[src/rtl/active_interval_set_sweep_defines.svh]
// ---------------------------------------------------------------------------
// active_interval_set_sweep_defines
// Assertion macros for the interval sweep block.
// ---------------------------------------------------------------------------
`ifndef ACTIVE_INTERVAL_SET_SWEEP_DEFINES_SVH
`define ACTIVE_INTERVAL_SET_SWEEP_DEFINES_SVH

`ifndef SYNTH
`define AISS_ASSERT_IMPL(label, clk, rstn, ante, cons) \
    label: assert property (@(posedge clk) disable iff (!rstn) (ante) |-> (cons)) \
        else $error("assertion failed");
`define AISS_ASSERT_NEXT(label, clk, rstn, ante, cons) \
    label: assert property (@(posedge clk) disable iff (!rstn) (ante) |=> (cons)) \
        else $error("assertion failed");
`else
`define AISS_ASSERT_IMPL(label, clk, rstn, ante, cons)
`define AISS_ASSERT_NEXT(label, clk, rstn, ante, cons)
`endif

`endif

[src/rtl/aiss_pkg.sv]
// ---------------------------------------------------------------------------
// aiss_pkg
// Shared widths, defaults, codes and state type for the interval sweep.
// ---------------------------------------------------------------------------
`timescale 1ns / 1ps

package aiss_pkg;

    localparam int MAX_ACTIVE_DEF = 32;
    localparam int ID_COUNT_DEF   = 65536;
    localparam int MEMBER_ID_W    = 16;
    localparam int DATA_W         = 32;

    localparam logic OP_POINT = 1'b0;
    localparam logic OP_START = 1'b1;

    typedef enum logic [0:0] {
        ST_IDLE,
        ST_WALK
    } state_t;

endpackage

[src/rtl/aiss_cell.sv]
// ---------------------------------------------------------------------------
// aiss_cell
// One slot of the active set: holds an id and end, shifts toward the head.
// ---------------------------------------------------------------------------
`timescale 1ns / 1ps

module aiss_cell #(
    parameter int IDW = 16
) (
    input  logic                      aclk,
    input  logic                      shift_en,
    input  logic                      load_en,
    input  logic [IDW-1:0]            nbr_id,
    input  logic [aiss_pkg::DATA_W-1:0] nbr_end,
    input  logic [IDW-1:0]            load_id,
    input  logic [aiss_pkg::DATA_W-1:0] load_end,
    output logic [IDW-1:0]            id,
    output logic [aiss_pkg::DATA_W-1:0] end_val
);
    import aiss_pkg::*;

    logic [IDW-1:0]    id_reg;
    logic [IDW-1:0]    id_next;
    logic [DATA_W-1:0] end_reg;
    logic [DATA_W-1:0] end_next;

    always_comb begin
        id_next  = id_reg;
        end_next = end_reg;
        if (load_en) begin
            id_next  = load_id;
            end_next = load_end;
        end else if (shift_en) begin
            id_next  = nbr_id;
            end_next = nbr_end;
        end
    end

    always_ff @(posedge aclk) begin
        id_reg  <= id_next;
        end_reg <= end_next;
    end

    assign id      = id_reg;
    assign end_val = end_reg;

endmodule

[src/rtl/active_interval_set_sweep.sv]
// ---------------------------------------------------------------------------
// active_interval_set_sweep
// Sweep-line keeper of the open interval set, held in a chain of cells.
// ---------------------------------------------------------------------------
//  channel | ports                                   | dir
//  --------+-----------------------------------------+-----
//  input   | s_valid s_ready s_op s_point_value      | in
//          | s_end_value                             |
//  result  | m_valid m_ready m_member_id m_from_start| out
//          | m_run_last m_overflow                   |
//
//  Start word: held off while a walk runs or the output register is full.
//  Point word: the chain shifts one cell per cycle, when not stalled,
//  toward the head, compacting survivors behind the unvisited entries.
//  Result backpressure stalls the walk only when a survivor must be sent.
//  Reset clears count, point and id counter; no clearing pass.
// ---------------------------------------------------------------------------
`timescale 1ns / 1ps
`include "active_interval_set_sweep_defines.svh"

module active_interval_set_sweep #(
    parameter int MAX_ACTIVE = aiss_pkg::MAX_ACTIVE_DEF,
    parameter int ID_COUNT   = aiss_pkg::ID_COUNT_DEF
) (
    input  logic                                 aclk,
    input  logic                                 aresetn,
    input  logic                                 s_valid,
    output logic                                 s_ready,
    input  logic                                 s_op,
    input  logic signed [aiss_pkg::DATA_W-1:0]   s_point_value,
    input  logic signed [aiss_pkg::DATA_W-1:0]   s_end_value,
    output logic                                 m_valid,
    input  logic                                 m_ready,
    output logic [aiss_pkg::MEMBER_ID_W-1:0]     m_member_id,
    output logic                                 m_from_start,
    output logic                                 m_run_last,
    output logic                                 m_overflow
);
    import aiss_pkg::*;

    localparam int CW  = $clog2(MAX_ACTIVE + 1);
    localparam int IDW = $clog2(ID_COUNT);

    state_t state_reg, state_next;

    logic [CW-1:0]      count_reg, count_next;
    logic [CW-1:0]      remain_reg, remain_next;
    logic [CW-1:0]      wp_reg, wp_next;
    logic [DATA_W-1:0]  point_reg, point_next;
    logic [IDW-1:0]     nid_reg, nid_next;
    logic               pend_valid_reg, pend_valid_next;
    logic [IDW-1:0]     pend_id_reg, pend_id_next;

    logic               m_valid_reg, m_valid_next;
    logic [IDW-1:0]     m_id_reg, m_id_next;
    logic               m_fs_reg, m_fs_next;
    logic               m_last_reg, m_last_next;
    logic               m_ovf_reg, m_ovf_next;

    logic [IDW-1:0]     cell_id  [MAX_ACTIVE];
    logic [DATA_W-1:0]  cell_end [MAX_ACTIVE];
    logic [MAX_ACTIVE-1:0] cell_load;

    logic               slot_free;
    logic               accept;
    logic               is_start;
    logic               is_point;
    logic               start_keep;
    logic               full;
    logic               keep;
    logic               walking;
    logic               step;
    logic [IDW-1:0]     load_id;
    logic [DATA_W-1:0]  load_end;

    assign slot_free  = !m_valid_reg || m_ready;
    assign s_ready    = (state_reg == ST_IDLE) && ((s_op == OP_POINT) || slot_free);
    assign accept     = s_valid && s_ready;
    assign is_start   = accept && (s_op == OP_START);
    assign is_point   = accept && (s_op == OP_POINT);
    assign start_keep = $unsigned(s_end_value) != point_reg;
    assign full       = count_reg == CW'(MAX_ACTIVE);
    assign keep       = cell_end[0] != point_reg;
    assign walking    = (state_reg == ST_WALK) && (remain_reg != '0);
    assign step       = walking && !(keep && pend_valid_reg && !slot_free);
    assign load_id    = step ? cell_id[0] : nid_reg;
    assign load_end   = step ? cell_end[0] : $unsigned(s_end_value);

    genvar gi;
    generate
        for (gi = 0; gi < MAX_ACTIVE; gi++) begin : g_cell
            assign cell_load[gi] = (step && keep && (wp_reg == CW'(gi)))
                || (is_start && start_keep && !full && (count_reg == CW'(gi)));
            if (gi < MAX_ACTIVE - 1) begin : g_mid
                aiss_cell #(.IDW(IDW)) u_cell (
                    .aclk     (aclk),
                    .shift_en (step),
                    .load_en  (cell_load[gi]),
                    .nbr_id   (cell_id[gi+1]),
                    .nbr_end  (cell_end[gi+1]),
                    .load_id  (load_id),
                    .load_end (load_end),
                    .id       (cell_id[gi]),
                    .end_val  (cell_end[gi])
                );
            end else begin : g_tail
                aiss_cell #(.IDW(IDW)) u_cell (
                    .aclk     (aclk),
                    .shift_en (1'b0),
                    .load_en  (cell_load[gi]),
                    .nbr_id   (cell_id[gi]),
                    .nbr_end  (cell_end[gi]),
                    .load_id  (load_id),
                    .load_end (load_end),
                    .id       (cell_id[gi]),
                    .end_val  (cell_end[gi])
                );
            end
        end
    endgenerate

    always_comb begin
        state_next      = state_reg;
        count_next      = count_reg;
        remain_next     = remain_reg;
        wp_next         = wp_reg;
        point_next      = point_reg;
        nid_next        = nid_reg;
        pend_valid_next = pend_valid_reg;
        pend_id_next    = pend_id_reg;
        m_valid_next    = m_valid_reg && !m_ready;
        m_id_next       = m_id_reg;
        m_fs_next       = m_fs_reg;
        m_last_next     = m_last_reg;
        m_ovf_next      = m_ovf_reg;

        unique case (state_reg)
            ST_IDLE: begin
                if (is_point) begin
                    point_next      = $unsigned(s_point_value);
                    remain_next     = count_reg;
                    wp_next         = count_reg - CW'(1);
                    pend_valid_next = 1'b0;
                    state_next      = ST_WALK;
                end else if (is_start) begin
                    nid_next = (nid_reg == IDW'(ID_COUNT - 1)) ? '0 : nid_reg + IDW'(1);
                    if (start_keep) begin
                        m_valid_next = 1'b1;
                        m_id_next    = nid_reg;
                        m_fs_next    = 1'b1;
                        m_last_next  = 1'b1;
                        m_ovf_next   = full;
                        if (!full) begin
                            count_next = count_reg + CW'(1);
                        end
                    end
                end
            end
            ST_WALK: begin
                if (remain_reg != '0) begin
                    if (step) begin
                        remain_next = remain_reg - CW'(1);
                        if (keep) begin
                            if (pend_valid_reg) begin
                                m_valid_next = 1'b1;
                                m_id_next    = pend_id_reg;
                                m_fs_next    = 1'b0;
                                m_last_next  = 1'b0;
                                m_ovf_next   = 1'b0;
                            end
                            pend_valid_next = 1'b1;
                            pend_id_next    = cell_id[0];
                        end else begin
                            count_next = count_reg - CW'(1);
                            wp_next    = wp_reg - CW'(1);
                        end
                    end
                end else if (!pend_valid_reg) begin
                    state_next = ST_IDLE;
                end else if (slot_free) begin
                    m_valid_next    = 1'b1;
                    m_id_next       = pend_id_reg;
                    m_fs_next       = 1'b0;
                    m_last_next     = 1'b1;
                    m_ovf_next      = 1'b0;
                    pend_valid_next = 1'b0;
                    state_next      = ST_IDLE;
                end
            end
            default: begin
                state_next = ST_IDLE;
            end
        endcase
    end

    always_ff @(posedge aclk) begin
        if (!aresetn) begin
            state_reg      <= ST_IDLE;
            count_reg      <= '0;
            remain_reg     <= '0;
            point_reg      <= '0;
            nid_reg        <= '0;
            pend_valid_reg <= 1'b0;
            m_valid_reg    <= 1'b0;
        end else begin
            state_reg      <= state_next;
            count_reg      <= count_next;
            remain_reg     <= remain_next;
            point_reg      <= point_next;
            nid_reg        <= nid_next;
            pend_valid_reg <= pend_valid_next;
            m_valid_reg    <= m_valid_next;
        end
    end

    always_ff @(posedge aclk) begin
        wp_reg      <= wp_next;
        pend_id_reg <= pend_id_next;
        m_id_reg    <= m_id_next;
        m_fs_reg    <= m_fs_next;
        m_last_reg  <= m_last_next;
        m_ovf_reg   <= m_ovf_next;
    end

    assign m_valid      = m_valid_reg;
    assign m_member_id  = MEMBER_ID_W'(m_id_reg);
    assign m_from_start = m_fs_reg;
    assign m_run_last   = m_last_reg;
    assign m_overflow   = m_ovf_reg;

    `AISS_ASSERT_IMPL(a_count_bound, aclk, aresetn, 1'b1, count_reg <= CW'(MAX_ACTIVE))
    `AISS_ASSERT_IMPL(a_walk_blocks_input, aclk, aresetn, state_reg == ST_WALK, !s_ready)
    `AISS_ASSERT_IMPL(a_start_is_last, aclk, aresetn, m_valid_reg && m_fs_reg, m_last_reg)
    `AISS_ASSERT_IMPL(a_ovf_from_start, aclk, aresetn, m_valid_reg && m_ovf_reg, m_fs_reg)
    `AISS_ASSERT_NEXT(a_walk_progress, aclk, aresetn, step, remain_reg == $past(remain_reg) - CW'(1))

endmodule
[config.mk]
export PLATFORM = sky130hd
export DESIGN_NAME = active_interval_set_sweep
export DESIGN_NICKNAME = d
export VERILOG_FILES = /design/src/rtl/aiss_pkg.sv /design/src/rtl/aiss_cell.sv /design/src/rtl/active_interval_set_sweep.sv
export VERILOG_INCLUDE_DIRS = /design/src /design/src/rtl
export SDC_FILE = /design/constraint.sdc
export NUM_CORES = 2
export LEC_CHECK = 0
export ABC_AREA = 1
export BUFFER_PORTS_ARGS = -buffer_cell sky130_fd_sc_hd__buf_2
export CAP_MARGIN = 10
export CORE_ASPECT_RATIO = 1.2
export CORE_MARGIN = 3
export CORE_UTILIZATION = 65
export CTS_BUF_LIST = sky130_fd_sc_hd__clkbuf_8
export CTS_CLUSTER_DIAMETER = 100
export CTS_CLUSTER_SIZE = 24
export DETAILED_ROUTE_END_ITERATION = 8
export GPL_ROUTABILITY_DRIVEN = 0
export PLACE_DENSITY = 0.81
export SETUP_SLACK_MARGIN = 0.3
export SLEW_MARGIN = 20
export SYNTH_ARGS = -nofsm -noshare
export SYNTH_HDL_FRONTEND = slang
export SYNTH_HIERARCHICAL = 1
export SYNTH_SLANG_ARGS = --single-unit
[constraint.sdc]
create_clock -name aclk -period 4 [get_ports aclk]
set_input_delay 0 -clock aclk [delete_from_list [all_inputs] [get_ports aclk]]
set_output_delay 0 -clock aclk [all_outputs]
set_load 0.005 [all_outputs]
=== Word level (Yosys, flattened, before mapping) ===
Cells that the tools add are included.

* Input bits: 69
* Output and inout port bits: 21
* Latch bits: 0
* Word-level logic and storage cells: 513
* Memories kept: 0
* Register bits: 1640
* Memory bits (read-only): 0
* Memory bits (writable): 0

* Div/mod/pow operators: 0
* Muxes and demuxes: 192
* $add $sub $neg: 5
* Reduce and logical (&&, ||, !) cells: 157
* Order comparisons: 0
* Shifts and indexed selects: 0
* Bitwise operators: 3
* Multiply operators: 0
* Equality and inequality tests: 79

{| class="wikitable"
|+ Operators with widths
! kind !! count
|-
| $mux W32 || 63
|-
| $mux W16 || 73
|-
| $eq A6 B5 Y1 const B || 32
|-
| $eq A6 B4 Y1 const B || 16
|-
| $mux W6 || 14
|-
| $logic_and A1 B1 Y1 || 76
|-
| $ne A32 B32 Y1 || 2
|-
| $reduce_bool A2 Y1 || 31
|-
| $eq A6 B3 Y1 const B || 8
|-
| $pmux W6 S2 || 3
|-
| $logic_or A1 B1 Y1 || 34
|-
| $mux W1 || 32
|-
| $pmux W16 S2 || 1
|-
| $eq A6 B2 Y1 const B || 4
|-
| $sub A6 B1 Y6 const B || 3
|-
| $add A16 B1 Y16 const B || 1
|-
| $eq A16 B16 Y1 const B || 1
|-
| $eq A6 B1 Y1 const B || 2
|-
| $logic_not A6 Y1 || 2
|-
| $ne A2 B2 Y1 const B || 6
|-
| $pmux W1 S2 || 6
|-
| $ne A3 B3 Y1 const B || 3
|-
| $reduce_and A3 Y1 || 3
|-
| $reduce_and A4 Y1 || 2
|-
| other kinds (10) || 18
|}

=== Logic depth before layout (Yosys ltp) ===
* Word-level depth: 11
* Depth in mapped cells: 19
* Gate-level depth less buffers: 15

=== By module ===
Netlist, hierarchy kept.

{| class="wikitable"
|+ By module, submodules not included
! module !! seq. area each (um2) !! cells an instance !! area an instance (um2) !! instances
|-
| aiss_cell || 1441.4 || 205 || 2074.5 || 32
|-
| active_interval_set_sweep || 2492.4 || 981 || 6861.6 || 1
|}

=== Worst setup path before layout ===
Ideal clock, no wire load.

* Path type: register to register
* From: register remain_reg[0]
* To: register g_cell[0].g_mid.u_cell.id_reg[14] (data pin)
* Data arrival time: 3.159 ns
* Cell stages (with the launch flop): 13
* Setup time: 0.140 ns
* Clock period less this slack: 3.299 ns
* Buffers on the path: 2
* Path slack: 0.701 ns
* Path through: dfxtp_1 inv_1 ha_1 nand4_1 nand2_2 nor2_2 inv_1 nand2_4 buf_8 buf_6 o21ai_0 nand2_1 nand2_1

* Elaborated cells on any way between the ends: 8

{| class="wikitable"
|+ RTL lines
! item !! line !! text
|-
| start: declaration || active_interval_set_sweep.sv:47 || <nowiki>logic [CW-1:0] remain_reg, remain_next;</nowiki>
|-
| start signal: assignment || active_interval_set_sweep.sv:208 || <nowiki>remain_reg <= remain_next;</nowiki>
|-
| $reduce_bool A6 Y1 || active_interval_set_sweep.sv:84 || <nowiki>assign walking = (state_reg == ST_WALK) && (remain_reg != '0);</nowiki>
|-
| $logic_and A1 B1 Y1 || active_interval_set_sweep.sv:84 ||
|-
| $logic_and A1 B1 Y1 || active_interval_set_sweep.sv:85 || <nowiki>assign step = walking && !(keep && pend_valid_reg && !slot_free);</nowiki>
|-
| $mux W16 || active_interval_set_sweep.sv:86 || <nowiki>assign load_id = step ? cell_id[0] : nid_reg;</nowiki>
|-
| named net load_id[14] || active_interval_set_sweep.sv:73 || <nowiki>logic [IDW-1:0] load_id;</nowiki>
|-
| $mux W16 || aiss_cell.sv:30 || <nowiki>if (load_en) begin</nowiki>
|-
| named net g_cell[0].g_mid.u_cell.id_next[14] || aiss_cell.sv:23 || <nowiki>logic [IDW-1:0] id_next;</nowiki>
|-
| end signal: assignment || aiss_cell.sv:40 || <nowiki>id_reg <= id_next;</nowiki>
|-
| end: declaration || aiss_cell.sv:22 || <nowiki>logic [IDW-1:0] id_reg;</nowiki>
|}

The timed path passes the listed nets, and every way through them passes these cells.
A chain may end at the register's enable or synchronous reset.

=== Worst setup path after layout ===
* From: register g_cell[0].g_mid.u_cell.end_reg[14]
* To: register g_cell[16].g_mid.u_cell.end_reg[7] (data pin)

* Elaborated cells on any way between the ends: 10

{| class="wikitable"
|+ RTL lines
! item !! line !! text
|-
| start: declaration || aiss_cell.sv:24 || <nowiki>logic [DATA_W-1:0] end_reg;</nowiki>
|-
| start signal: assignment || aiss_cell.sv:41 || <nowiki>end_reg <= end_next;</nowiki>
|-
| $ne A32 B32 Y1 || active_interval_set_sweep.sv:83 || <nowiki>assign keep = cell_end[0] != point_reg;</nowiki>
|-
| $logic_and A1 B1 Y1 (2 in a row) || active_interval_set_sweep.sv:85 ||
|-
| $logic_not A1 Y1 || active_interval_set_sweep.sv:85 ||
|-
| $logic_and A1 B1 Y1 || active_interval_set_sweep.sv:85 ||
|-
| $mux W32 || active_interval_set_sweep.sv:87 || <nowiki>assign load_end = step ? cell_end[0] : $unsigned(s_end_value);</nowiki>
|-
| named net load_end[7] || active_interval_set_sweep.sv:74 || <nowiki>logic [DATA_W-1:0] load_end;</nowiki>
|-
| $mux W32 || aiss_cell.sv:30 ||
|-
| named net g_cell[16].g_mid.u_cell.end_next[7] || aiss_cell.sv:25 || <nowiki>logic [DATA_W-1:0] end_next;</nowiki>
|-
| end signal: assignment || aiss_cell.sv:41 ||
|-
| end: declaration || aiss_cell.sv:24 ||
|}

The timed path passes the listed nets, and every way through them passes these cells.

==> summary.txt <==
Outcome
  – Outcome: finished, violations left
  – Failing checks: design-rule violations, negative hold slack

Power
  – Power Total: 31.94 mW
  – Worst VDD drop: 351.9 uV
  – Leakage power: 32.60 nW
  – Cell Pwr Density: 410.1 nW/um^2

Synth
  – Synth cell count leaders: nand2_1, edfxtp_1, buf_2, buf_6, inv_1
  – Post-synthesis area per instance: 9.713 um^2
  – Ys Warns: 6
  – Top-area cell type share of the netlist area: 0.6465
  – Cell taking the most area after synthesis: edfxtp_1
  – Mapped Nets: 7623
  – Post-Synthesis Cells: 7541
  – Most repeated cell in the gate-level netlist after synthesis: nand2_1
  – Primary FF master, synth: edfxtp_1
  – Mapped cell area: 73250 um^2
  – Ys async rst share: 0
  – Seq cells post-synth: 1640
  – Unique masters post-synth: 44
  – Seq/Total Area, Yosys: 0.6638
  – Area contributors post-synth: edfxtp_1, nand2_1, buf_6, dfxtp_1, buf_2
  – Post-synth EDFFs: 1577

Clock network
  – Root Buffer: clkbuf_8
  – # H-tree levels: 3
  – Latest clock arrival within the worst-skew pair: 0.92 ns
  – Clk pin slew, worst setup/hold paths: 0.18 ns
  – CTS Buf Count: 78
  – Clock sinks: 1640
  – CTS max path bufs: 3
  – CTS tree: done

Die
  – Die Ht: 373.7 um
  – I/O pins: 90
  – Starting Density: 0.6569
  – CORE AREA: 111500 um^2
  – Die X: 312.4 um
  – Cell row count: 134
  – Die footprint: 116800 um^2

Timing
  – RSZ-0062 raised after global routing: true
  – Rel. slew slack: 0.1767
  – Post-route setup slack: 0.03799 ns
  – Worst-margin pin slew: 1.230 ns
  – Slew Limit Fails: 0
  – Layout Skew: 0.1036 ns
  – FMAX: 252.4 MHz
  – Fin crit period: 3.962 ns
  – Worst hold margin: -0.02676 ns
  – Final Cycle Share: 0.9905
  – Fin. Hold Viols: 2
  – # setup viols final: 0

Global routing
  – Initial antenna violation count: 22
  – Vias in the first global route: 53.37k
  – GRT Total Usage: 0.3519
  – Total gr overflow: 0
  – Largest net degree at the start of global routing: 58
  – First-pass GRT wire length: 311100 um

Worst setup path
  – CP Class: flip-flop to flip-flop
  – Worst endpoint required time: 4.70 ns
  – Critical Path Sink Type: flip-flop
  – Crit Path Max Fanout: 26
  – Most Frequent Cell on Critical Path: nand2_1
  – CP Launch Type: flip-flop
  – CP arrival: 4.66 ns
  – Slowest CP cell: edfxtp_1
  – CP cell instances: xnor2_1 -> nand2_1 -> nor2_1 -> nand2_1 -> nor2_4 -> nand3_4 -> nand2_8 -> buf_6 -> nand2_1 -> o21ai_4 -> buf_4 -> nand2_1 -> nand2_1
  – Max incr delay on CP: 0.68 ns

Detailed routing
  – Initial DRC Count: 8696
  – Vias: 55.02k
  – Detailed-route vias per instance: 6.006
  – Final WL: 208900 um
  – Drc violations: 176
  – Router iterations before antenna repair: 9
  – ANT nets after route: 0
  – DR WL/cell: 22.80 um

Placement
  – Placed insts: 8889
  – DP HPWL: 119400 um
  – PortBufs: 89
  – DP Worst Slack: 0.5345 ns

Hold path
  – HP Class: primary input to flip-flop

Final layout
  – Net count, final: 7710
  – Area delta synth->final: 6.327%
  – Final Non-Filler Cells: 9161
  – Layout cells sized above 1: 0.07190
  – # fillers: 7642
  – Layout Utilization: 0.6985
  – Max FFs per register: 992

Flow run
  – Max cap viols: 0
## logic make-up after synthesis
family	after synthesis	synth area share
buf+inv	536	0.04679
compound gates	176	0.01293
simple gates	5110	0.2665
other cells	1	0.00005120
flops	1640	0.6638
mux	1	0.0001367
xor+xnor	64	0.007653
fa+ha+maj	13	0.002221
## worst max-delay path: cells and delay by family, from the launching register on
family	cells	cell delay, ns
compound gates	1	0.35
xor+xnor	1	0.25
buf+inv	2	0.69
flops	1	0.68
simple gates	9	1.74
## layer usage
| layer | vias to the layer above | global-route usage | share of wire |
|---|---|---|---|
| li1 | 24190 | - | - |
| met1 | 25740 | 0.4072 | 0.32 |
| met2 | 3978 | 0.5747 | 0.48 |
| met3 | 1104 | 0.1082 | 0.12 |
| met4 | 20 | 0.2098 | 0.076 |
| met5 | - | 0.03843 | 0.0026 |
## layout make-up
class                           count  area [um^2]  area share
Sequential cell                  1640        48620      0.6243
Multi-Input combinational cell   5367        21810      0.2801
Timing Repair Buffer              398         3706     0.04759
Tap cell                         1496         1872     0.02403
Clock buffer                       80         1101     0.01414
Inverter                          143        588.1    0.007551
Clock inverter                     21        142.6    0.001832
Antenna cell                       16        40.04   0.0005141
## cell usage in the layout, fill, tap and decap left out, drive strengths merged, types with 8 or more instances in the layout
cell         count
inv            161
nor2            93
clkbuf          81
a21oi           59
buf            267
nand4            8
edfxtp        1577
xnor2           54
nor3            13
dfxtp           63
ha              13
nand2         4938
diode           16
or2             34
o21ai          109
xor2            10
nand3           22
dlygate4sd3    130
## where the power goes
part           internal (mW)  leakage, nW  switching, mW
logic                   1.03         16.9           3.16
clock network           1.94        0.692           4.97
registers               20.4         15.0          0.476
total                   23.3         32.6           8.61
## metrics by stage
step / instance area, um^2 / hold slack, ns / TNS (ns)
global route: 77870 / -0.01738 / -0.2402
floorplan: 73250 / 0.1868 / 0
CTS: 77240 / 0.00002509 / 0
finish: 77880 / -0.02676 / 0
global placement: 74690 / 0.2841 / 0
detailed placement: 74710 / 0.2903 / 0
## final timing paths
path         depth (start not counted)                                          from  slack (ns)                                      endpoint
max                                 13  g_cell[0].g_mid.u_cell/end_val[14]$_DFFE_PP_        0.04  g_cell[16].g_mid.u_cell/end_val[7]$_DFFE_PP_
min                                  6                                s_end_value[1]       -0.03   g_cell[0].g_mid.u_cell/end_val[1]$_DFFE_PP_
max reg2reg                         13  g_cell[0].g_mid.u_cell/end_val[14]$_DFFE_PP_        0.04  g_cell[16].g_mid.u_cell/end_val[7]$_DFFE_PP_
min reg2reg                          0       g_cell[0].g_mid.u_cell/id[14]$_DFFE_PP_        0.46                     pend_id_reg[14]$_DFFE_PP_
## what timing repair did
action,4_1_cts,5_1_grt
endpoints found under the setup margin,0,2580
hold buffers,128,2
setup buffers,0,15
hold endpoints to repair,219,11
gates resized for setup,0,69
Power figures use the tool's default switching activity.
